File: config.mk
export PLATFORM = sky130hd
export DESIGN_NAME = ikl_sqrt_cell
export DESIGN_NICKNAME = d
export VERILOG_FILES = /design/src/sv/two_link_inverse_kinematics_defines.svh /design/src/sv/ikl_pkg.sv /design/src/sv/ikl_sqrt_cell.sv
export SDC_FILE = /design/constraint.sdc
export NUM_CORES = 1
export LEC_CHECK = 0
export BUFFER_PORTS_ARGS = -buffer_cell sky130_fd_sc_hd__buf_2
export CAP_MARGIN = 25
export CORE_MARGIN = 1.5
export CORE_UTILIZATION = 38
export CTS_BUF_LIST = sky130_fd_sc_hd__clkbuf_16
export DETAILED_ROUTE_END_ITERATION = 12
export GPL_ROUTABILITY_DRIVEN = 0
export GPL_TIMING_DRIVEN = 0
export HOLD_SLACK_MARGIN = 0.08
export REMOVE_ABC_BUFFERS = 1
export SYNTH_ARGS = -nofsm -noshare
export SYNTH_HDL_FRONTEND = slang
export SYNTH_SLANG_ARGS = --single-unit
File: constraint.sdc
create_clock -name clk -period 12.2 [get_ports clk]
set_input_delay 2.44 -clock clk [delete_from_list [all_inputs] [get_ports clk]]
set_output_delay 2.44 -clock clk [all_outputs]
set_load 0.05 [all_outputs]
File: src/sv/two_link_inverse_kinematics_defines.svh
// Assertion macros for the two-link inverse kinematics block.
// Included by RTL files that carry concurrent checks; define ASSERT_OFF to drop them.
`ifndef TWO_LINK_INVERSE_KINEMATICS_DEFINES_SVH
`define TWO_LINK_INVERSE_KINEMATICS_DEFINES_SVH
`ifndef ASSERT_OFF
`define IKL_ASSERT(lbl, clk_s, rstn_s, prop, msg) \
  lbl: assert property (@(posedge clk_s) disable iff (!rstn_s) prop) else $error(msg);
`define IKL_ASSERT_NR(lbl, clk_s, prop, msg) \
  lbl: assert property (@(posedge clk_s) prop) else $error(msg);
`else
`define IKL_ASSERT(lbl, clk_s, rstn_s, prop, msg)
`define IKL_ASSERT_NR(lbl, clk_s, prop, msg)
`endif
`endif

File: src/sv/ikl_pkg.sv
// Shared types and constants for the two-link inverse kinematics pipeline.
// No dependencies; imported by every module of the block.
`default_nettype none
package ikl_pkg;
  localparam int ZW = 26;           // CORDIC angle, 2^-16 degree
  localparam int CW = 50;           // CORDIC vector datapath
  localparam int QW = 31;           // cosine magnitude / divider quotient
  localparam int BASE_LIM = 46080;
  localparam int ELBOW_LIM = 23040;
  localparam logic signed [ZW-1:0] HALF_TURN = ZW'(11796480);
  localparam logic [14:0] UPPER_RESET = 15'd2304;
  localparam logic [14:0] LOWER_RESET = 15'd1894;
  localparam logic [QW-1:0] Q_ONE = QW'(1) << 30;

  typedef enum logic [0:0] {
    REG_UPPER_LINK = 1'b0,
    REG_LOWER_LINK = 1'b1
  } cfg_reg_t;

  typedef struct packed {
    logic               neg;
    logic               oor;
    logic signed [15:0] x;
    logic signed [15:0] y;
  } div_side_t;

  typedef struct packed {
    logic               oor;
    logic signed [15:0] x;
    logic signed [15:0] y;
    logic signed [31:0] c;
  } sqrt_side_t;

  function automatic logic signed [ZW-1:0] atan_step(input int i);
    logic signed [ZW-1:0] a;
    case (i)
      0:  a = ZW'(2949120);
      1:  a = ZW'(1740967);
      2:  a = ZW'(919879);
      3:  a = ZW'(466945);
      4:  a = ZW'(234379);
      5:  a = ZW'(117304);
      6:  a = ZW'(58666);
      7:  a = ZW'(29335);
      8:  a = ZW'(14668);
      9:  a = ZW'(7334);
      10: a = ZW'(3667);
      11: a = ZW'(1833);
      12: a = ZW'(917);
      13: a = ZW'(458);
      14: a = ZW'(229);
      15: a = ZW'(115);
      16: a = ZW'(57);
      17: a = ZW'(29);
      18: a = ZW'(14);
      19: a = ZW'(7);
      20: a = ZW'(4);
      21: a = ZW'(2);
      22: a = ZW'(1);
      default: a = '0;
    endcase
    return a;
  endfunction
endpackage
`default_nettype wire

File: src/sv/ikl_sqrt_cell.sv
// One digit of the bitwise integer square root (two radicand bits per beat).
// Depends on ikl_pkg.
`default_nettype none
module ikl_sqrt_cell import ikl_pkg::*; #(
  parameter int B  = 60,
  parameter int SW = 1
) (
  input  logic          clk,
  input  logic          rst_n,
  input  logic          en,
  input  logic          valid_in,
  input  logic [61:0]   v_in,
  input  logic [61:0]   r_in,
  input  logic [SW-1:0] side_in,
  output logic          valid_out,
  output logic [61:0]   v_out,
  output logic [61:0]   r_out,
  output logic [SW-1:0] side_out
);
  localparam logic [61:0] BIT = 62'(1) << B;

  logic [61:0]   rb;
  logic          ge;
  logic [61:0]   v_nxt;
  logic [61:0]   r_nxt;
  logic          valid_r;
  logic [61:0]   v_r;
  logic [61:0]   r_r;
  logic [SW-1:0] side_r;

  assign rb    = r_in + BIT;
  assign ge    = v_in >= rb;
  assign v_nxt = ge ? v_in - rb : v_in;
  assign r_nxt = ge ? (r_in >> 1) + BIT : r_in >> 1;

  always_ff @(posedge clk) begin
    if (!rst_n) begin
      valid_r <= 1'b0;
    end else if (en) begin
      valid_r <= valid_in;
    end
  end

  always_ff @(posedge clk) begin
    if (en) begin
      v_r    <= v_nxt;
      r_r    <= r_nxt;
      side_r <= side_in;
    end
  end

  assign valid_out = valid_r;
  assign v_out     = v_r;
  assign r_out     = r_r;
  assign side_out  = side_r;
endmodule
`default_nettype wire

==> results.ini, run 1 <==
[timing]
period_share=0.5072
setup_ws_ns=6.012
finalMaxSlewViolations=0
tns_ns=0
rsz0062_at_grt=no
max_freq_mhz=161.6
slew_headroom=0.3699
whs_ns=0.5413
finalSetupViolations=0
clock_skew_ns=0
post-route-min-period_ns=6.188
tightestPinTransition_ns=0.9214
hold_violations=0

[detailed_routing]
vias_per_cell=5.257
wl_um=23830
wl_per_cell_um=16.92
firstDrtPassIters=5
ant_nets=0
drc=0
num_vias=7407
drtIter0Drc=463

[clock_network]
ctsResizeCount=0
cts_max_path_buffers=2
cts_tree=built
cts.sinks=126
cts-root-buf=clkbuf_16
cts_setup_buffers=0
ctsHtreeMaxLevel=4
clk_pin_slew_ns=0.06
numCtsBuffers=17
cts_hold_buf=0
clk-insertion-delay-late_ns=0.43

[power]
powerDensity_nw_per_um2=151.1
comb_power_share=0.345
max-vdd-ir-drop_v=0.00009930
p_sw_mw=0.5915
swShare=0.3715
p_clk_frac=0.308
p_leak_nw=4.724
seqPwrFrac=0.346
internal_power_mw=1.001

[critical_path]
worstPathMaxFanout=65
cp_num_buf_inv=4
worstSetupPathType=in2reg
crit_family=compound AO/OA/AOI/OAI gates
path_common_cell=inv_1
critPathLaunchType=input port
critPathMaxStageDelay_ns=0.62
crit_required_ns=12.37
cp-end-kind=flip-flop
cp_cell_sequence=buf_2 > inv_1 > ha_1 > inv_1 > fa_1 > a211oi_2 > o21ai_1 > o2111a_1 > o211ai_1 > nand3_1 > a31o_1 > a211o_1 > a221o_4 > buf_16 > mux2_4
r2r_setup_slack_ns=11.60
slowest_stage=a221o_4
arrival_ns=6.36

[job]
drv_cap=0

[synth]
ys_types=59
yosysWarnings=0
ys_async_sr_fraction=0
synthCells=867
avgSynthCellArea_um2=9.725
synth_ff_type=edfxtp_1
synth-seq-cells=126
synth_edf_count=125
ys_seq_area_frac=0.4475
synth_area_um2=8432

[die]
die-height_um=152.0
io_pins=255
dieWidth_um=152.0
rows=54
initial_core_util=0.3864
core_area_um2=21820
die-area_um2=23090

[place]
preCtsSetupSlack_ns=5.596
dp.cells=1375
hpwl_um=18420
port_buffers=254

[finish]
utilization=0.4830
nNetsFinal=1306
final_cell_mix=buf_2, a21oi_1, edfxtp_1
final_common_cell=buf_2
fin_cells=1409
area.growth.synth_to_final_pct=25.00
drive_gt1_frac=0.2706

[global_routing]
grt.overflow.total=0
grt_usage=0.2039
antenna_found_initial=3
grt_pass1_vias=7290
grt_pass1_wl_um=37400
grt_max_degree=77

[run_status]
status=completed

[hold_path]
worstHoldPathType=reg2reg

-- flip-flops by register name (all words and copies together), names as in the netlist --
signal / cells
r_out: 62
side_out: 1
v_out: 62
valid_out: 1
-- cell usage after synthesis (all sizes together) (8+ instances only) --
master,number,area [um^2]
a21o,19,142.6
a21oi,128,640.6
a31oi,8,50.05
buf,13,90.09
clkbuf,15,57.55
edfxtp,125,3754
ha,62,775.7
inv,82,307.8
mux2,14,210.2
nand2,61,229.0
nand3,14,70.07
nand4,14,87.58
nor2,82,307.8
nor4,8,50.05
o21ai,42,210.2
o21bai,16,120.1
xnor2,33,289.0
xor2,24,210.2
-- metal layers --
layer	global-route usage	wire length, um
met1	0.2720	10940
met2	0.3239	10900
met3	0.04364	1437
met4	0.07998	554
met5	0	7
-- per-stage QoR --
stage	instance area (um^2)	power [mW]
detailed placement	9978	1.107
finish	10540	1.592
global route	10540	1.667
global placement	9906	1.107
CTS	10540	1.605
floorplan	8284	0.9674
-- cells by family (layout without fill, tap and decap cells) --
kind of cell    count (synthesis)  count (layout)  share of synthesized area
mux                            16              16                    0.02730
other cells                     0               2                          0
compound gates                271             271                     0.1954
flops                         126             126                     0.4475
fa+ha+maj                      63              63                    0.09438
buf+inv                       110             370                    0.05401
xor+xnor                       57              57                    0.05921
simple gates                  224             224                     0.1221
-- area by class of cell --
cell class | count | area [um^2]
Fill cell | 2124 | 11280
Multi-Input combinational cell | 631 | 4214
Sequential cell | 126 | 3774
Timing Repair Buffer | 256 | 1333
Clock buffer | 17 | 425.4
Tap cell | 280 | 350.3
Inverter | 82 | 307.8
Clock inverter | 15 | 131.4
Antenna cell | 2 | 5.005
-- worst paths after layout --
kind	start	endpoint	depth (start not counted)
setup reg to reg	valid_out	valid_out	2
hold reg to reg	valid_out	valid_out	2
hold / removal	valid_out	valid_out	2
setup / recovery	v_in[0]	v_out[1]	15
-- worst min-delay path, cell delays in order, from the launching register on --
cell,delay [ns]
dfxtp_1,0.31
mux2i_1,0.12
nor2b_1,0.06
-- power by group through the flow --
| stage | Sequential, mW | Clock, mW | Combinational, mW |
|---|---|---|---|
| after floorplan | 0.742 | 0 | 0.225 |
| after global placement | 0.562 | 0 | 0.546 |
| after detailed placement | 0.561 | 0 | 0.546 |
| after CTS | 0.552 | 0.502 | 0.550 |
| after global routing | 0.557 | 0.519 | 0.591 |
| final | 0.552 | 0.491 | 0.550 |
(Power assumes the default switching activity.)
==> inputs of run 2 (changes only) <==
--- a/config.mk
+++ b/config.mk
@@ -5,6 +5,7 @@
 export SDC_FILE = /design/constraint.sdc
 export NUM_CORES = 1
 export LEC_CHECK = 0
+export ABC_AREA = 1
 export BUFFER_PORTS_ARGS = -buffer_cell sky130_fd_sc_hd__buf_2
 export CAP_MARGIN = 25
 export CORE_MARGIN = 1.5
==> constraint.sdc (replaced) <==
create_clock -name clk -period 6.09 [get_ports clk]
set_input_delay 1.218 -clock clk [delete_from_list [all_inputs] [get_ports clk]]
set_output_delay 1.218 -clock clk [all_outputs]
set_load 0.05 [all_outputs]
==> run 2 against run 1 <==
Effect of this change: sequential power increased by 100%; count of clock-buffer cells in the layout unchanged; critical path depth up 3; die area grew 29%; cell count is 64% higher; via count increased by 45%; total power grew 120%; sequential share of layout area is 7.2 points lower; critical endpoint is now v_out[36]; highest routed layer is now met4.
==> results.ini, run 2 <==
[synth]
ys_async_sr_fraction=0
synthCells=1660
avgSynthCellArea_um2=6.589
synth-compound-area-share=0.02334
yosysMostFrequentCell=nand2_1
netlist_top_cells_area=edfxtp_1, nand2_1, inv_1
synth_ff_type=edfxtp_1
yosys-top-cells-count=nand2_1, inv_1, nand3_1
synth_top_area_frac=0.3432
ys_types=35
ys_seq_area_frac=0.3450
synth_area_um2=10940
synthAdderAreaFrac=0.07275
synth.area.mux_share=0
yosysWarnings=0
synth_xor_area_frac=0.02562
synth-seq-cells=126
synth_edf_count=125
yosysTopAreaCell=edfxtp_1
synthSimpleGateAreaFrac=0.3845
synth_top_family_by_area=simple AND/OR/NAND/NOR gates

[timing]
finalMaxSlewViolations=0
post-route-min-period_ns=3.572
hold_violations=0
rsz0062_at_grt=no
setup_ws_ns=2.518
slew_headroom=0.3915
tns_ns=0
clock_skew_ns=0
finalSetupViolations=0
max_freq_mhz=279.9
tightestPinTransition_ns=0.9107
whs_ns=0.5335
period_share=0.5866

[finish]
area.growth.synth_to_final_pct=20.73
final_common_cell=nand2_1
utilization=0.4702
final_cell_mix=nand2_1, inv_1, buf_2
fin_cells=2309
finalInstanceArea_um2=13210
ff_latch_area_um2=3774
multi_input_area_um2=5552
nNetsFinal=2109
fillers=2997
drive_gt1_frac=0.1788

[place]
dp.cells=2276
place_area_um2=12590
hpwl_um=27340
port_buffers=254
preCtsSetupSlack_ns=2.048

[clock_network]
clk-insertion-delay-late_ns=0.44
numCtsBuffers=17
cts_tree=built
cts-root-buf=clkbuf_16
clk_pin_slew_ns=0.06
cts_setup_buffers=0
ctsHtreeMaxLevel=4
cts.sinks=126
cts_max_path_buffers=2
cts_hold_buf=0
ctsResizeCount=0

[global_routing]
grt_usage=0.2255
grt_pass1_wl_um=52870
grt.overflow.total=0
antenna_found_initial=1
grt_max_degree=69
grt_pass1_vias=10180

[critical_path]
worstPathMaxFanout=56
r2r-end=valid_out
arrival_ns=3.76
crit_required_ns=6.27
r2r_setup_slack_ns=5.45
worstReg2RegStart=valid_out
reg2regPathDepth=2
critPathLaunchType=input port
worstSetupPathType=in2reg
cp-end-kind=flip-flop

[detailed_routing]
drc=0
wl_per_cell_um=14.54
dr_wl_met2_um=14460
wl_met3_um=2636
firstDrtPassIters=5
num_vias=10750
drtIter0Drc=861
ant_nets=0
vias_per_cell=4.657
wl_um=33570
wl_met1_um=15550
top_layer_used=met4

[die]
rows=61
die-area_um2=29810
die-height_um=172.7
initial_core_util=0.3894
io_pins=255
core_area_um2=28090
dieWidth_um=172.7

[run_status]
status=completed

[hold_path]
worstHoldPathType=reg2reg
hold_path.startpoint=valid_out
min_to=valid_out
min_path_cells=2

[power]
finalPower_mw=3.460
max-vdd-ir-drop_v=0.0001409
p_leak_nw=7.560
powerDensity_nw_per_um2=262.0

[job]
drv_cap=0

[run 2: cell types whose count changed in the layout (fill, tap and decap cells not counted), moves of 32 or more]
cell     before  now
nand3_1      14  129
nand2_1      61  665
a21oi_1     128   39
inv_1        84  374
xnor2_1      33    1
o21ai_0      40    6
[run 2: cells by family (layout without fill, tap and decap cells)]
kind of cell    count (synthesis)  in the layout
compound gates                 49             49
simple gates                  987            987
xor+xnor                       32             32
fa+ha+maj                      63             63
flops                         126            126
other cells                     0              1
buf+inv                       403            673
[run 2: cell type report]
cell class                 instances  area share
tap                              378     0.03582
sequential                       126      0.2858
timing repair buffer             257      0.1024
clock inverter                    15     0.01402
multi-input combinational       1131      0.4204
antenna                            1   0.0001895
inverter                         384      0.1092
clock buffer                      17     0.03222
[run 2: per-layer routing]
metal | track usage | vias up
met4 | 0.08152 | 0
met3 | 0.04661 | 43
li1 | - | 5587
met2 | 0.3510 | 411
met1 | 0.3091 | 4712
met5 | 0 | -
[run 2: worst max-delay path, stage by stage]
cell and delay (ns):
buf_2 0.09, inv_1 0.06, ha_1 0.14, inv_1 0.09, fa_1 0.45, nand3_1 0.11, nand3_2 0.13, nand2_1 0.09
nand2_1 0.14, nand2_1 0.11, nand2_2 0.09, nand2_1 0.07, nand2_1 0.14, nand2_1 0.15, nand3_4 0.18, buf_16 0.28
nand3_1 0.12, nand2_1 0.06
[run 2: worst max-delay path by stage]
stage	from	endpoint	slack [ns]	cells past startpoint
6_report	v_in[0]	v_out[36]	2.52	18
5_1_grt	v_in[0]	v_out[30]	2.34	16
4_1_cts	v_in[0]	v_out[59]	2.52	18
3_5_place_dp	v_in[0]	v_out[49]	2.05	18
3_3_place_gp	v_in[0]	v_out[59]	0.78	17
2_1_floorplan	v_in[0]	v_out[57]	2.14	16
[run 2: where the power goes]
| part | internal, mW | switching (mW) | leakage, nW |
|---|---|---|---|
| combinational | 0.332 | 0.939 | 6.05 |
| clock | 0.649 | 0.433 | 0.285 |
| sequential | 1.08 | 0.0223 | 1.23 |
==> inputs of run 3 (changes only) <==
--- a/config.mk
+++ b/config.mk
@@ -5,7 +5,7 @@
 export SDC_FILE = /design/constraint.sdc
 export NUM_CORES = 1
 export LEC_CHECK = 0
-export ABC_AREA = 1
+export ABC_AREA = 0
 export BUFFER_PORTS_ARGS = -buffer_cell sky130_fd_sc_hd__buf_2
 export CAP_MARGIN = 25
 export CORE_MARGIN = 1.5
==> constraint.sdc (replaced) <==
create_clock -name clk -period 3.5 [get_ports clk]
set_input_delay 0.7 -clock clk [delete_from_list [all_inputs] [get_ports clk]]
set_output_delay 0.7 -clock clk [all_outputs]
set_load 0.05 [all_outputs]
==> run 3 against run 2 <==
Effect of this change: the run now ends with setup timing left; die area decreased by 23%; critical path depth fell by 3; non-clock buffer count is 29 higher; sequential power is 73% higher; cell area decreased by 12%; wire length shrank 19%; critical path type unchanged; largest cell class unchanged; highest routed layer is now met5.
==> results.ini, run 3 (same netlist as run 1, synthesis figures left out) <==
[job]
drv_cap=0

[power]
p_leak_nw=5.040
finalPower_mw=5.933
powerDensity_nw_per_um2=513.2
max-vdd-ir-drop_v=0.0003590
p_sw_mw=2.262
internal_power_mw=3.671
p_clk_frac=0.290
swShare=0.3813
seqPwrFrac=0.324
comb_power_share=0.386

[timing]
period_share=1.090
slew_headroom=0.5680
post-route-min-period_ns=3.813
finalSetupViolations=64
max_freq_mhz=262.2
rsz0062_at_grt=yes
tns_ns=-15.64
setup_ws_ns=-0.3134
clock_skew_ns=0
tightestPinTransition_ns=0.6423
hold_violations=0
finalMaxSlewViolations=0

[die]
initial_core_util=0.3864
die-height_um=152.0
io_pins=255
die-area_um2=23090
core_area_um2=21820
rows=54
dieWidth_um=152.0

[detailed_routing]
wl_um=27300
ant_nets=0
num_vias=7836
wl_per_cell_um=18.88
drtIter0Drc=588
drc=0
vias_per_cell=5.419
firstDrtPassIters=6

[critical_path]
reg2regPathDepth=2
crit_required_ns=3.67
critPathLaunchType=input port
r2r-end=valid_out
cp_cell_sequence=buf_8 > inv_4 > ha_4 > inv_2 > fa_2 > a211oi_4 > o21ai_2 > o2111a_1 > o211ai_1 > nand3_2 > a31o_4 > a211o_4 > a221o_4 > buf_16 > mux2_4
worstReg2RegStart=valid_out
worstPathMaxFanout=7
critPathMaxStageDelay_ns=0.46
slowest_stage=a221o_4
worstSetupPathType=in2reg
r2r_setup_slack_ns=2.90
cp-end-kind=flip-flop
arrival_ns=3.98

[run_status]
violations=setup timing
status=finished, violations left

[finish]
drive_gt1_frac=0.3683
final_common_cell=buf_2
area.growth.synth_to_final_pct=37.10
finalInstanceArea_um2=11560
final_cell_mix=buf_2, edfxtp_1, a21oi_1
fillers=2038
nNetsFinal=1341

[place]
place_area_um2=9978
preCtsSetupSlack_ns=-1.364
hpwl_um=18420
port_buffers=254

[global_routing]
grt_max_degree=77
grt.overflow.total=0
grt_pass1_vias=7656
antenna_found_initial=4
grt_pass1_wl_um=40760
grt_usage=0.2250

[clock_network]
numCtsBuffers=17
ctsHtreeMaxLevel=4
cts.sinks=126
clk_pin_slew_ns=0.06
cts_hold_buf=0
cts_tree=built
cts-root-buf=clkbuf_16
cts_max_path_buffers=2
clk-insertion-delay-late_ns=0.43

[hold_path]
min_to=side_out
worstHoldPathType=in2reg
min_path_cells=1
hold_path.startpoint=side_in

-- run 3: cell types whose count changed in the layout (fill, tap and decap cells not counted), moves of 31 or more --
| cell | previous run | this run |
|---|---|---|
| inv_1 | 374 | 82 |
| nand2_1 | 665 | 61 |
| nor2_1 | 104 | 41 |
| xnor2_1 | 1 | 33 |
| nand3_1 | 129 | 12 |
| o21ai_0 | 6 | 37 |
| a21oi_1 | 39 | 105 |
-- run 3: layout make-up --
class,count,area (um^2),area share
antenna,4,10.01,0.0008659
clock buffer,17,425.4,0.03680
clock inverter,15,131.4,0.01136
inverter,82,310.3,0.02684
multi-input combinational,636,4817,0.4167
sequential,126,3774,0.3264
tap,280,350.3,0.03031
timing repair buffer,286,1742,0.1507
-- run 3: power by group through the flow --
stage                     registers, mW  logic (mW)  clock network (mW)
after floorplan                    2.59       0.785                   0
after global placement             1.96        1.90                   0
after detailed placement           1.95        1.90                   0
after CTS                          1.93        2.13                1.75
after global routing               1.94        2.43                1.81
final                              1.92        2.29                1.72
-- run 3: stage by stage --
| stage | utilization | hold slack [ns] | instances |
|---|---|---|---|
| 6_report | 0.5297 | 0.4517 | 1446 |
| 5_1_grt | 0.5296 | 0.4404 | 1445 |
| 4_1_cts | 0.5083 | 0.4376 | 1429 |
| 3_5_place_dp | 0.4572 | 0.5400 | 1375 |
| 3_3_place_gp | 0.4539 | 0.4942 | 1373 |
| 2_1_floorplan | - | 0.7429 | 839 |
-- run 3: worst max path at each step --
stage	start	end	slack, ns	depth (start not counted)
floorplan	r_in[18]	r_out[60]	-1.74	12
global placement	r_in[18]	v_out[34]	-3.54	12
detailed placement	v_in[0]	v_out[3]	-1.36	15
CTS	v_in[0]	v_out[1]	-0.44	15
global route	r_in[19]	v_out[61]	-0.47	13
finish	v_in[0]	v_out[1]	-0.31	15
-- run 3: critical path: cells and delay by family --
| kind | cells | cell delay [ns] |
|---|---|---|
| buf+inv | 4 | 0.36 |
| fa+ha+maj | 2 | 0.48 |
| mux | 1 | 0.31 |
| compound gates | 7 | 1.95 |
| simple gates | 1 | 0.16 |
-- run 3: metal layers --
layer | global-route usage | wire, um
met3 | 0.04478 | 1826
met2 | 0.3568 | 12770
met1 | 0.3016 | 12020
met5 | 0 | 7
met4 | 0.09061 | 680
-- run 3: repair_timing --
| action | in CTS | in global routing |
|---|---|---|
| endpoints found under the setup margin | 64 | 64 |
| pin swaps | 9 | 20 |
| setup buffers | 14 | 11 |
| cloned | 8 | 4 |
| gates resized for setup | 74 | 78 |
