**config.mk**
```make
export PLATFORM = sky130hd
export DESIGN_NAME = ikl_div_cell
export DESIGN_NICKNAME = d
export VERILOG_FILES = /design/src/sv/two_link_inverse_kinematics_defines.svh /design/src/sv/ikl_pkg.sv /design/src/sv/ikl_div_cell.sv
export SDC_FILE = /design/constraint.sdc
export NUM_CORES = 1
export LEC_CHECK = 0
export BUFFER_PORTS_ARGS = -buffer_cell sky130_fd_sc_hd__buf_4
export CAP_MARGIN = 10
export CORE_MARGIN = 10
export CORE_UTILIZATION = 43
export CTS_BUF_LIST = sky130_fd_sc_hd__clkbuf_16
export DETAILED_ROUTE_END_ITERATION = 10
export GPL_TIMING_DRIVEN = 0
export PLACE_DENSITY_LB_ADDON = 0.1
export SKIP_LAST_GASP = 1
export SYNTH_ARGS = -nofsm -noshare
export SYNTH_HDL_FRONTEND = slang
export SYNTH_SLANG_ARGS = --single-unit
```
**constraint.sdc**
```tcl
create_clock -name clk -period 2.4 [get_ports clk]
set_input_delay 0 -clock clk [delete_from_list [all_inputs] [get_ports clk]]
set_output_delay 0 -clock clk [all_outputs]
set_load 0.005 [all_outputs]
```
**src/sv/two_link_inverse_kinematics_defines.svh**
```systemverilog
// Assertion macros for the two-link inverse kinematics block.
// Included by RTL files that carry concurrent checks; define ASSERT_OFF to drop them.
`ifndef TWO_LINK_INVERSE_KINEMATICS_DEFINES_SVH
`define TWO_LINK_INVERSE_KINEMATICS_DEFINES_SVH
`ifndef ASSERT_OFF
`define IKL_ASSERT(lbl, clk_s, rstn_s, prop, msg) \
  lbl: assert property (@(posedge clk_s) disable iff (!rstn_s) prop) else $error(msg);
`define IKL_ASSERT_NR(lbl, clk_s, prop, msg) \
  lbl: assert property (@(posedge clk_s) prop) else $error(msg);
`else
`define IKL_ASSERT(lbl, clk_s, rstn_s, prop, msg)
`define IKL_ASSERT_NR(lbl, clk_s, prop, msg)
`endif
`endif

```
**src/sv/ikl_pkg.sv**
```systemverilog
// Shared types and constants for the two-link inverse kinematics pipeline.
// No dependencies; imported by every module of the block.
`default_nettype none
package ikl_pkg;
  localparam int ZW = 26;           // CORDIC angle, 2^-16 degree
  localparam int CW = 50;           // CORDIC vector datapath
  localparam int QW = 31;           // cosine magnitude / divider quotient
  localparam int BASE_LIM = 46080;
  localparam int ELBOW_LIM = 23040;
  localparam logic signed [ZW-1:0] HALF_TURN = ZW'(11796480);
  localparam logic [14:0] UPPER_RESET = 15'd2304;
  localparam logic [14:0] LOWER_RESET = 15'd1894;
  localparam logic [QW-1:0] Q_ONE = QW'(1) << 30;

  typedef enum logic [0:0] {
    REG_UPPER_LINK = 1'b0,
    REG_LOWER_LINK = 1'b1
  } cfg_reg_t;

  typedef struct packed {
    logic               neg;
    logic               oor;
    logic signed [15:0] x;
    logic signed [15:0] y;
  } div_side_t;

  typedef struct packed {
    logic               oor;
    logic signed [15:0] x;
    logic signed [15:0] y;
    logic signed [31:0] c;
  } sqrt_side_t;

  function automatic logic signed [ZW-1:0] atan_step(input int i);
    logic signed [ZW-1:0] a;
    case (i)
      0:  a = ZW'(2949120);
      1:  a = ZW'(1740967);
      2:  a = ZW'(919879);
      3:  a = ZW'(466945);
      4:  a = ZW'(234379);
      5:  a = ZW'(117304);
      6:  a = ZW'(58666);
      7:  a = ZW'(29335);
      8:  a = ZW'(14668);
      9:  a = ZW'(7334);
      10: a = ZW'(3667);
      11: a = ZW'(1833);
      12: a = ZW'(917);
      13: a = ZW'(458);
      14: a = ZW'(229);
      15: a = ZW'(115);
      16: a = ZW'(57);
      17: a = ZW'(29);
      18: a = ZW'(14);
      19: a = ZW'(7);
      20: a = ZW'(4);
      21: a = ZW'(2);
      22: a = ZW'(1);
      default: a = '0;
    endcase
    return a;
  endfunction
endpackage
`default_nettype wire

```
**src/sv/ikl_div_cell.sv**
```systemverilog
// One restoring-division cell: resolves one quotient bit per beat.
// Depends on ikl_pkg.
`default_nettype none
module ikl_div_cell import ikl_pkg::*; #(
  parameter int SW = 1
) (
  input  logic          clk,
  input  logic          rst_n,
  input  logic          en,
  input  logic [QW-1:0] den,
  input  logic          valid_in,
  input  logic [QW-1:0] rem_in,
  input  logic [QW-1:0] low_in,
  input  logic [QW-1:0] quot_in,
  input  logic [SW-1:0] side_in,
  output logic          valid_out,
  output logic [QW-1:0] rem_out,
  output logic [QW-1:0] low_out,
  output logic [QW-1:0] quot_out,
  output logic [SW-1:0] side_out
);
  logic [QW:0]   trial;
  logic [QW:0]   diff;
  logic          ge;
  logic [QW-1:0] rem_nxt;
  logic          valid_r;
  logic [QW-1:0] rem_r;
  logic [QW-1:0] low_r;
  logic [QW-1:0] quot_r;
  logic [SW-1:0] side_r;

  assign trial   = {rem_in, low_in[QW-1]};
  assign diff    = trial - {1'b0, den};
  assign ge      = trial >= {1'b0, den};
  assign rem_nxt = ge ? diff[QW-1:0] : trial[QW-1:0];

  always_ff @(posedge clk) begin
    if (!rst_n) begin
      valid_r <= 1'b0;
    end else if (en) begin
      valid_r <= valid_in;
    end
  end

  always_ff @(posedge clk) begin
    if (en) begin
      rem_r  <= rem_nxt;
      low_r  <= {low_in[QW-2:0], 1'b0};
      quot_r <= {quot_in[QW-2:0], ge};
      side_r <= side_in;
    end
  end

  assign valid_out = valid_r;
  assign rem_out   = rem_r;
  assign low_out   = low_r;
  assign quot_out  = quot_r;
  assign side_out  = side_r;
endmodule
`default_nettype wire

```
==> results of run 1 <==
## cell families (layout without fill, tap and decap cells)
kind of cell / Yosys count / in the layout / share of synthesized area (%)
DFF: 94 / 94 / 56.4
and+or+nand+nor: 105 / 105 / 9.74
adders and majority gates: 32 / 32 / 8.18
muxes: 2 / 2 / 0.502
buffers and inverters: 60 / 388 / 5.14
xor gates and xnor gates: 23 / 23 / 4.04
other: 1 / 2 / 0.0752
AOI/OAI and AO/OA: 124 / 124 / 15.9
## per-layer routing
layer / GRT usage (%) / routed length (um)
met4: 5.10 / 216
met5: 0 / 0
met2: 35.3 / 8400
met1: 22.8 / 6890
met3: 6.66 / 1480
## cells in the mapped netlist, types with 4 or more instances
library cell | instances | area (sq um)
clkbuf_1 | 6 | 22.5
nand2b_1 | 5 | 31.3
buf_2 | 5 | 25.0
a21oi_1 | 34 | 170
a21o_1 | 6 | 45.0
ha_1 | 31 | 388
nand2_1 | 52 | 195
xor2_1 | 11 | 96.3
nand4_1 | 5 | 31.3
and2_1 | 4 | 25.0
and3_1 | 4 | 25.0
nor2b_1 | 5 | 31.3
nand3_1 | 4 | 20.0
o21ai_0 | 41 | 205
inv_1 | 43 | 161
xnor2_1 | 12 | 105
nor3_1 | 4 | 20.0
o31ai_1 | 5 | 37.5
buf_4 | 4 | 30.0
nor2_1 | 15 | 56.3
edfxtp_1 | 93 | 2790
o21bai_1 | 5 | 37.5
a211oi_1 | 7 | 52.6
## worst register-to-register path, stage by stage (launching register included)
cell           delay, ns
dfxtp_1             0.32
mux2i_1             0.15
nor2b_1             0.06
dlygate4sd3_1       0.55
## flip-flops by register name, summed over array words and instances (netlist names)
signal,flops
side_out,1
valid_out,1
rem_out,31
quot_out,31
low_out,30
## timing repair
action | 4_1_cts | 5_1_grt
endpoints found under the setup margin | 2 | 17
resized for setup | 2 | 10
hold buffers | 91 | 0
endpoints found under the hold margin | 90 | 0
## final timing paths
| path | startpoint | end | depth (start not counted) |
|---|---|---|---|
| min reg2reg | valid_out$_SDFFE_PN0P_ | valid_out$_SDFFE_PN0P_ | 3 |
| max reg2reg | valid_out$_SDFFE_PN0P_ | valid_out$_SDFFE_PN0P_ | 3 |
| max | den[3] | rem_out[27]$_DFFE_PP_ | 10 |
| min | rem_in[21] | rem_out[22]$_DFFE_PP_ | 3 |
## layout make-up
class / count / area [sq um] / share of cell area [%]
inverter: 44 / 168 / 2.08
timing repair buffer: 312 / 2570 / 31.8
multi-input combinational: 287 / 1950 / 24.1
tap: 143 / 179 / 2.21
clock buffer: 9 / 225 / 2.79
antenna: 1 / 2.50 / 0.0310
buffer: 16 / 91.3 / 1.13
sequential: 94 / 2810 / 34.8
clock inverter: 7 / 78.8 / 0.976
## stage by stage
| step | instance area (sq um) | setup slack, ns | instances | TNS (ns) |
|---|---|---|---|---|
| 3_5_place_dp | 6820 | -0.374 | 805 | -8.95 |
| 6_report | 8080 | 0.105 | 913 | 0 |
| 2_1_floorplan | 4990 | 0.0408 | 441 | 0 |
| 3_3_place_gp | 6820 | -0.346 | 805 | -8.07 |
| 5_1_grt | 8080 | -0.0248 | 913 | -0.0248 |
| 4_1_cts | 8040 | 0.0252 | 912 | 0 |
## power groups by stage
stage	logic, mW	registers, mW	clock network, mW
floorplan	0.483	2.12	0
global placement	1.09	2.09	0
detailed placement	1.11	2.10	0
CTS	1.24	2.07	1.50
global route	1.37	2.09	1.53
finish	1.25	2.07	1.45
## layout by cell type, fill, tap and decap left out, types with 6 or more instances in the layout
cell type      instances
inv_1                 43
nand2_1               52
edfxtp_1              93
xor2_1                11
dlygate4sd3_1         91
a211oi_1               6
a21o_1                 6
ha_1                  30
clkbuf_16              9
a21oi_1               33
nor2_1                15
xnor2_1               12
buf_4                225
o21ai_0               39
==> flow_metrics.py, run 1 <==
metrics = {
    "cts": {
        "clockBufferDepth": 2,
        "cts_max_level": 3,
        "numCtsBuffers": 9,
        "path_clk_slew_ns": 0.06,
        "cts_tree": "yes",
        "cts_root_buf": "clkbuf_16",
        "clock-sinks": 94,
        "postCtsSetupRepairBufs": 0,
        "clk_latency_ns": 0.34,
    },
    "floorplan": {
        "io_pins": 224,
        "num_rows": 39,
        "core-area_sq_um": 11400,
        "die_area_sq_um": 16300,
        "die_w_um": 128,
        "initial_core_util_pct": 43.9,
        "dieHeight_um": 128,
    },
    "power_and_ir_drop": {
        "p_leak_nw": 3.59,
        "p_total_mw": 4.77,
        "vdd_drop_max_v": 0.000560,
        "seqPwrFrac_pct": 43.4,
        "p_clk_share_pct": 30.5,
        "p_switching_mw": 1.26,
        "power_density_nw_per_um2": 590,
        "switching_share_pct": 26.5,
        "p_int_mw": 3.51,
        "p_comb_share_pct": 26.2,
    },
    "timing": {
        "fin_hold_ws_ns": 0.0308,
        "rsz0062_at_grt": "yes",
        "clock.fmax_mhz": 436,
        "worstMarginPinSlew_ns": 1.20,
        "hold_viol_final": 0,
        "period_share_pct": 95.6,
        "drv_slew": 0,
        "period_minus_slack_ns": 2.29,
        "worst_slew_margin_rel_pct": 19.9,
        "skew_ns": 0,
        "setup_violations": 0,
    },
    "worst_setup_path": {
        "slowest_delay_ns": 0.41,
        "crit_chain": "buf_4, inv_1, ha_1, a211oi_2, o22ai_2, a32oi_2, o31ai_2, a221o_1, a2111o_1, o221a_2",
        "worstPathMaxFanout": 6,
        "critPathBufInv": 2,
        "crit_type": "primary input to register",
        "crit_family": "compound AO/OA/AOI/OAI gates",
        "r2r_setup_slack_ns": 1.21,
        "worst_path_max_delay_cell": "a2111o_1",
        "start_kind": "primary input",
        "cp-end-kind": "register",
        "cp_data_required_time_ns": 2.49,
        "cp.arrival_ns": 2.38,
    },
    "cells_and_area": {
        "nNetsFinal": 925,
        "utilization_pct": 71.0,
        "drive_gt1_share_pct": 34.5,
        "n_fill_cell": 808,
        "area.growth.synth_to_final_pct": 62.0,
    },
    "global_route": {
        "track_usage_pct": 20.0,
        "grt_pass1_wl_um": 26000,
        "grt-ovfl-total": 0,
        "antenna_found_initial": 1,
        "grt_max_degree": 95,
        "grt_pass1_vias": 4851,
    },
    "logic_synthesis": {
        "netlist_instances": 441,
        "synth_cell_types": 55,
        "synth_edf_count": 93,
        "ys.flop_type": "edfxtp_1",
        "yosys_warnings": 0,
        "synth-seq-cells": 94,
        "synth_area_sq_um": 4990,
        "synth_nets": 602,
        "synth-async-reset-ratio_pct": 0,
        "yosysSeqAreaShare_pct": 56.4,
        "avgSynthCellArea_sq_um": 11.3,
    },
    "route": {
        "totalWireLength_um": 17000,
        "drtPass1Iterations": 7,
        "drc": 0,
        "vias": 4673,
        "drt_iter0_markers": 341,
        "routed_via_density": 5.12,
        "antenna_left": 0,
        "wire_per_inst_um": 18.6,
    },
    "place": {
        "hpwlAfterDp_um": 12500,
        "gp_congestion": 0.922,
        "place.port_buffers": 221,
    },
    "worst_hold_path": {
        "hold_class": "primary input to register",
    },
    "job": {
        "max-cap-violations": 0,
    },
    "run_status": {
        "status": "finished, final reports clean",
    },
}
Note: power is estimated with default switching activity, not from simulation.
==> inputs of run 2 (changes only) <==
Settings changed: ABC_AREA set to 1, ABC_CLOCK_PERIOD_IN_PS set to 2400, CORE_UTILIZATION 43 to 45, SETUP_SLACK_MARGIN set to 0.3.
==> run 2 against run 1 <==
Compared with the run above:
- the run now ends with hold timing left
- synthesized cell count grew 64%
- final cell count grew 34%
- non-clock buffer count fell by 5
- clock skew unchanged
- global-route usage is 1.6 points higher
- setup slack gained 0.28 ns
- wire length rose by 17%
- utilization rose by 1.3 points
- combinational power grew 16%
- clock-buffer cell count unchanged
- largest power group unchanged
- first-iteration DRC count up 5.9%
- critical path type unchanged
- flip-flop and latch count did not move
==> flow_metrics.py, run 2 <==
metrics = {
    "run_status": {
        "status": "finished with violations",
        "violations": "hold timing",
    },
    "route": {
        "totalWireLength_um": 20000,
        "drtPass1Iterations": 6,
        "drt_iter0_markers": 361,
        "vias": 5720,
        "antenna_left": 0,
        "routed_via_density": 4.67,
        "wire_per_inst_um": 16.3,
        "drc": 0,
    },
    "worst_hold_path": {
        "hp-start": "rem_in[22]",
        "hold_end": "rem_out[23]$_DFFE_PP_",
        "hold_class": "primary input to register",
        "worstHoldPathCells": 3,
    },
    "logic_synthesis": {
        "synth_cell_types": 35,
        "netlist_top_cells_count": "nand2_1 (253), inv_1 (147), edfxtp_1 (93), nand3_1 (65), nor2_1 (36)",
        "netlist_instances": 724,
        "yosys_warnings": 0,
        "synth_area_sq_um": 5920,
        "synth_top_area_cell": "edfxtp_1",
        "yosysSeqAreaShare_pct": 47.5,
        "ys.flop_type": "edfxtp_1",
        "yosysMostFrequentCell": "nand2_1",
        "synth_nets": 885,
        "synth-async-reset-ratio_pct": 0,
        "synth_edf_count": 93,
        "synth_top_area_share_pct": 47.2,
        "synthTopCellsByArea": "edfxtp_1 (47%), nand2_1 (16%), inv_1 (9.3%)",
        "avgSynthCellArea_sq_um": 8.17,
        "synth-seq-cells": 94,
    },
    "floorplan": {
        "num_rows": 41,
        "core-area_sq_um": 12800,
        "initial_core_util_pct": 46.3,
        "io_pins": 224,
        "die_w_um": 135,
        "dieHeight_um": 135,
        "die_area_sq_um": 18100,
    },
    "worst_setup_path": {
        "worst_path_max_delay_cell": "dlygate4sd3_1",
        "rr_worst_depth": 3,
        "r2r_setup_slack_ns": 1.15,
        "critPathBufInv": 4,
        "crit_type": "primary input to register",
        "r2r_end": "valid_out$_SDFFE_PN0P_",
        "cp.arrival_ns": 2.12,
        "crit_chain": "dlygate4sd3_1, buf_4, ha_4, nand2_2, nor3_4, nand2_2, nor3_4, nand2_4, buf_6, buf_8, nand3_2, nand2_1",
        "crit_family": "buffers and inverters",
        "start_kind": "primary input",
        "slowest_delay_ns": 0.54,
        "cp_data_required_time_ns": 2.50,
        "rr_startpoint": "valid_out$_SDFFE_PN0P_",
        "cp-end-kind": "register",
        "worstPathMaxFanout": 10,
    },
    "cts": {
        "cts_max_level": 3,
        "numCtsBuffers": 9,
        "clk_latency_ns": 0.35,
        "clock-sinks": 94,
        "cts_tree": "yes",
        "cts_root_buf": "clkbuf_16",
        "clockBufferDepth": 2,
        "path_clk_slew_ns": 0.07,
    },
    "timing": {
        "period_share_pct": 84.1,
        "rsz0062_at_grt": "no",
        "hold_viol_final": 1,
        "period_minus_slack_ns": 2.02,
        "worstMarginPinSlew_ns": 1.21,
        "drv_slew": 0,
        "setup_violations": 0,
        "clock.fmax_mhz": 495,
        "worst_slew_margin_rel_pct": 19.4,
        "skew_ns": 0,
        "tns_ns": 0,
        "fin_hold_ws_ns": -0.00404,
    },
    "power_and_ir_drop": {
        "vdd_drop_max_v": 0.000303,
        "p_leak_nw": 4.70,
        "power_density_nw_per_um2": 537,
        "p_total_mw": 4.96,
    },
    "global_route": {
        "antenna_found_initial": 0,
        "grt_pass1_wl_um": 31200,
        "track_usage_pct": 21.6,
        "grt_pass1_vias": 5764,
        "grt-ovfl-total": 0,
        "grt_max_degree": 96,
    },
    "cells_and_area": {
        "nNetsFinal": 1209,
        "final_cell_mix": "nand2_1 (245), buf_4 (225), inv_1 (148)",
        "area.growth.synth_to_final_pct": 56.1,
        "drive_gt1_share_pct": 29.5,
        "final_common_cell": "nand2_1",
        "regArea_sq_um": 2810,
        "n_antenna_cell": 0,
        "n_fill_cell": 1008,
        "multi_input_area_sq_um": 2680,
    },
    "place": {
        "place.port_buffers": 221,
        "gp_congestion": 0.952,
        "hpwlAfterDp_um": 14600,
    },
    "job": {
        "max-cap-violations": 0,
    },
}
run 2: cell count changes in the layout (fill, tap and decap cells not counted), moves of 16 or more:
cell / change
a21oi_1: -17
nand3_1: +59
inv_1: +105
nand2_1: +193
o21ai_0: -36
nor2_1: +16
run 2: how the worst max path moves through the flow:
| stage | start | to | slack, ns | cells after the start |
|---|---|---|---|---|
| finish | rem_in[27] | rem_out[23]$_DFFE_PP_ | 0.38 | 12 |
| global route | rem_in[27] | rem_out[23]$_DFFE_PP_ | 0.26 | 12 |
| CTS | rem_in[25] | rem_out[23]$_DFFE_PP_ | 0.30 | 12 |
| detailed placement | den[0] | rem_out[28]$_DFFE_PP_ | 0.26 | 15 |
| global placement | den[0] | rem_out[25]$_DFFE_PP_ | 0.28 | 15 |
| floorplan | low_in[30] | rem_out[25]$_DFFE_PP_ | 0.61 | 15 |
run 2: layout make-up:
class	count	share of cell area [%]
Sequential cell	94	30.4
Multi-Input combinational cell	471	29.0
Timing Repair Buffer	313	27.9
Inverter	149	6.05
Clock buffer	9	2.44
Tap cell	172	2.33
Buffer	10	1.04
Clock inverter	7	0.785
run 2: cell families (layout without fill, tap and decap cells):
logic type,Yosys count,after routing,share of synthesized area (%)
AND/OR/NAND/NOR,398,398,29.9
other,1,1,0.0634
buffers and inverters,159,488,11.1
adder cells (fa/ha/maj),32,32,6.89
AO/OA/AOI/OAI,26,26,2.43
XOR/XNOR,14,14,2.07
flip-flops,94,94,47.5
run 2: metrics by stage:
| stage | cells | cell area (sq um) | hold WS, ns | utilization [%] | setup WS, ns |
|---|---|---|---|---|---|
| floorplan | 724 | 5920 | 0.0935 | - | 0.612 |
| global placement | 1117 | 7790 | 0.178 | 61.0 | 0.279 |
| detailed placement | 1117 | 7790 | 0.179 | 61.0 | 0.260 |
| CTS | 1224 | 9000 | -0.0320 | 70.5 | 0.300 |
| global route | 1225 | 9240 | 0.00336 | 72.3 | 0.263 |
| finish | 1225 | 9240 | -0.00404 | 72.3 | 0.381 |
run 2: report_power, final:
group / internal, mW / leakage, nW / switching [mW] / total [mW]
clock: 0.812 / 0.148 / 0.646 / 1.46
sequential: 2.01 / 0.918 / 0.0463 / 2.06
combinational: 0.716 / 3.64 / 0.732 / 1.45
total: 3.54 / 4.70 / 1.42 / 4.96
run 2: worst min-delay path: cells and delay by family:
family	cells	cell delay, ns
buf+inv	1	0.09
simple gates	2	0.15
run 2: routing by layer:
layer  part of all wire [%]  track usage, %  vias to the layer above
met5                      0               0                        -
met2                     49            37.8                      199
met4                    1.4            5.38                        0
met3                    8.0            6.01                       22
li1                       -               -                     2932
met1                     41            25.4                     2567
run 2: timing repair:
action | in CTS | in global routing
hold buffers | 91 | 0
setup endpoints to repair | 0 | 29
buffers inserted | 0 | 1
resized for setup | 0 | 38
endpoints found under the hold margin | 91 | 0
==> inputs of run 3 (changes only) <==
Settings changed: ABC_AREA 1 to 0, ABC_CLOCK_PERIOD_IN_PS 2400 to 1900, CORE_UTILIZATION 45 to 48.
Clock period 2.4 ns to 1.9 ns, I/O delays scaled along.
==> run 3 against run 2 <==
Compared with the run above:
- the run ends with setup timing left
- worst hold slack better by 0.029 ns
- combinational power is 39% higher
- power is 28% higher
- highest routed layer unchanged
==> flow_metrics.py, run 3 (synthesis results as in run 1) <==
metrics = {
    "run_status": {
        "status": "finished with violations",
        "violations": "setup timing",
    },
    "timing": {
        "period_share_pct": 111,
        "drv_slew": 0,
        "hold_viol_final": 0,
        "tns_ns": -2.71,
        "worstMarginPinSlew_ns": 0.877,
        "clock.fmax_mhz": 474,
        "rsz0062_at_grt": "yes",
        "postLayoutSetupSlackWorst_ns": -0.209,
        "skew_ns": 0,
        "setup_violations": 32,
        "period_minus_slack_ns": 2.11,
        "worst_slew_margin_rel_pct": 41.5,
    },
    "worst_setup_path": {
        "r2r_setup_slack_ns": 0.72,
        "rr_worst_depth": 3,
        "cp_data_required_time_ns": 2.00,
        "cp-end-kind": "register",
        "worstPathMaxFanout": 7,
        "crit_type": "primary input to register",
        "worst_path_max_delay_cell": "a2111oi_4",
        "crit_chain": "buf_4, inv_1, ha_4, a21o_1, a2111oi_4, nor3_2, a211o_1, nor2_4, buf_12, clkinv_8, mux2_4",
        "start_kind": "primary input",
        "slowest_delay_ns": 0.36,
        "cp.arrival_ns": 2.21,
    },
    "route": {
        "wire_per_inst_um": 22.1,
        "drtPass1Iterations": 5,
        "drt_iter0_markers": 496,
        "vias": 5211,
        "routed_via_density": 5.54,
        "totalWireLength_um": 20800,
        "drc": 0,
        "antenna_left": 0,
    },
    "cells_and_area": {
        "drive_gt1_share_pct": 46.8,
        "utilization_pct": 87.7,
        "final_cells": 940,
        "nNetsFinal": 959,
        "final_common_cell": "buf_4",
        "final_cell_mix": "buf_4 (246), edfxtp_1 (93), dlygate4sd3_1 (91)",
        "area.growth.synth_to_final_pct": 80.0,
    },
    "power_and_ir_drop": {
        "p_leak_nw": 3.89,
        "power_density_nw_per_um2": 708,
        "vdd_drop_max_v": 0.000438,
        "p_total_mw": 6.35,
    },
    "cts": {
        "numCtsBuffers": 9,
        "cts_tree": "yes",
        "path_clk_slew_ns": 0.07,
        "clock-sinks": 94,
        "cts_root_buf": "clkbuf_16",
        "clockBufferDepth": 2,
        "cts_max_level": 3,
        "clk_latency_ns": 0.33,
    },
    "floorplan": {
        "initial_core_util_pct": 48.7,
        "dieHeight_um": 122,
        "die_w_um": 122,
        "core-area_sq_um": 10200,
        "io_pins": 224,
        "num_rows": 37,
        "die_area_sq_um": 14900,
    },
    "place": {
        "gp_congestion": 0.887,
        "pre_cts_ws_ns": -0.737,
        "hpwlAfterDp_um": 12000,
        "place.port_buffers": 221,
        "numPlacedInstances": 798,
    },
    "job": {
        "max-cap-violations": 0,
    },
    "global_route": {
        "grt_max_degree": 95,
        "grt_pass1_vias": 5120,
        "track_usage_pct": 24.6,
        "grt_pass1_wl_um": 28700,
        "grt-ovfl-total": 0,
        "antenna_found_initial": 1,
    },
    "worst_hold_path": {
        "hold_class": "primary input to register",
        "worstHoldPathCells": 3,
    },
}
[run 3: cell types whose count changed in the layout (fill, tap and decap cells not counted), moves of 14 or more]
cell and change:
nand3_2 -14, inv_1 -110, o21ai_0 +20, buf_4 +21, nand2_1 -205, nor2_1 -19, nand3_1 -60
[run 3: path summary, 6_finish.rpt]
| path | start | end |
|---|---|---|
| worst max-delay path | den[26] | rem_out[18]$_DFFE_PP_ |
| worst min-delay path | rem_in[21] | rem_out[22]$_DFFE_PP_ |
| worst max register to register | valid_out$_SDFFE_PN0P_ | valid_out$_SDFFE_PN0P_ |
| worst min register to register | valid_out$_SDFFE_PN0P_ | valid_out$_SDFFE_PN0P_ |
[run 3: area by class of cell]
| type | count | area [sq um] |
|---|---|---|
| diodes | 1 | 2.50 |
| clock inverters | 7 | 48.8 |
| fillers | 469 | 1260 |
| plain buffers | 16 | 171 |
| well taps | 136 | 170 |
| flip-flops and latches | 94 | 2810 |
| inverters | 44 | 203 |
| multi-input cells | 287 | 2440 |
| repair buffers | 346 | 2900 |
| clock buffers | 9 | 225 |
[run 3: stage by stage]
stage	hold slack (ns)	area, sq um
2_1_floorplan	0.0989	5110
6_report	0.0247	8970
4_1_cts	0.0105	8600
3_5_place_dp	0.179	6940
5_1_grt	0.0342	8970
3_3_place_gp	0.179	6940
[run 3: worst max-delay path, delay by kind of cell]
family / cells / cell delay (ns)
AO/OA/AOI/OAI: 3 / 0.92
adder cells (fa/ha/maj): 1 / 0.25
buffers and inverters: 4 / 0.49
multiplexers: 1 / 0.29
AND/OR/NAND/NOR: 2 / 0.25
[run 3: timing repair]
item	CTS	global route
setup endpoints to repair	32	33
gates cloned	1	2
hold buffers	91	0
resized for setup	73	70
endpoints found under the hold margin	90	0
pin swaps	39	19
buffers inserted	22	9
[run 3: layer usage]
layer | GRT usage, % | vias to the layer above | wire, um
met2 | 44.2 | 347 | 10800
met1 | 28.0 | 2475 | 7330
met5 | 0 | - | 0
li1 | - | 2330 | -
met4 | 6.41 | 0 | 615
met3 | 6.85 | 59 | 1970
[run 3: report_power, final]
group	leakage, nW	total [mW]	internal, mW	switching [mW]
clock network	0.130	1.71	0.891	0.818
logic	2.84	2.02	1.08	0.946
registers	0.918	2.62	2.55	0.0707
total	3.89	6.35	4.52	1.83
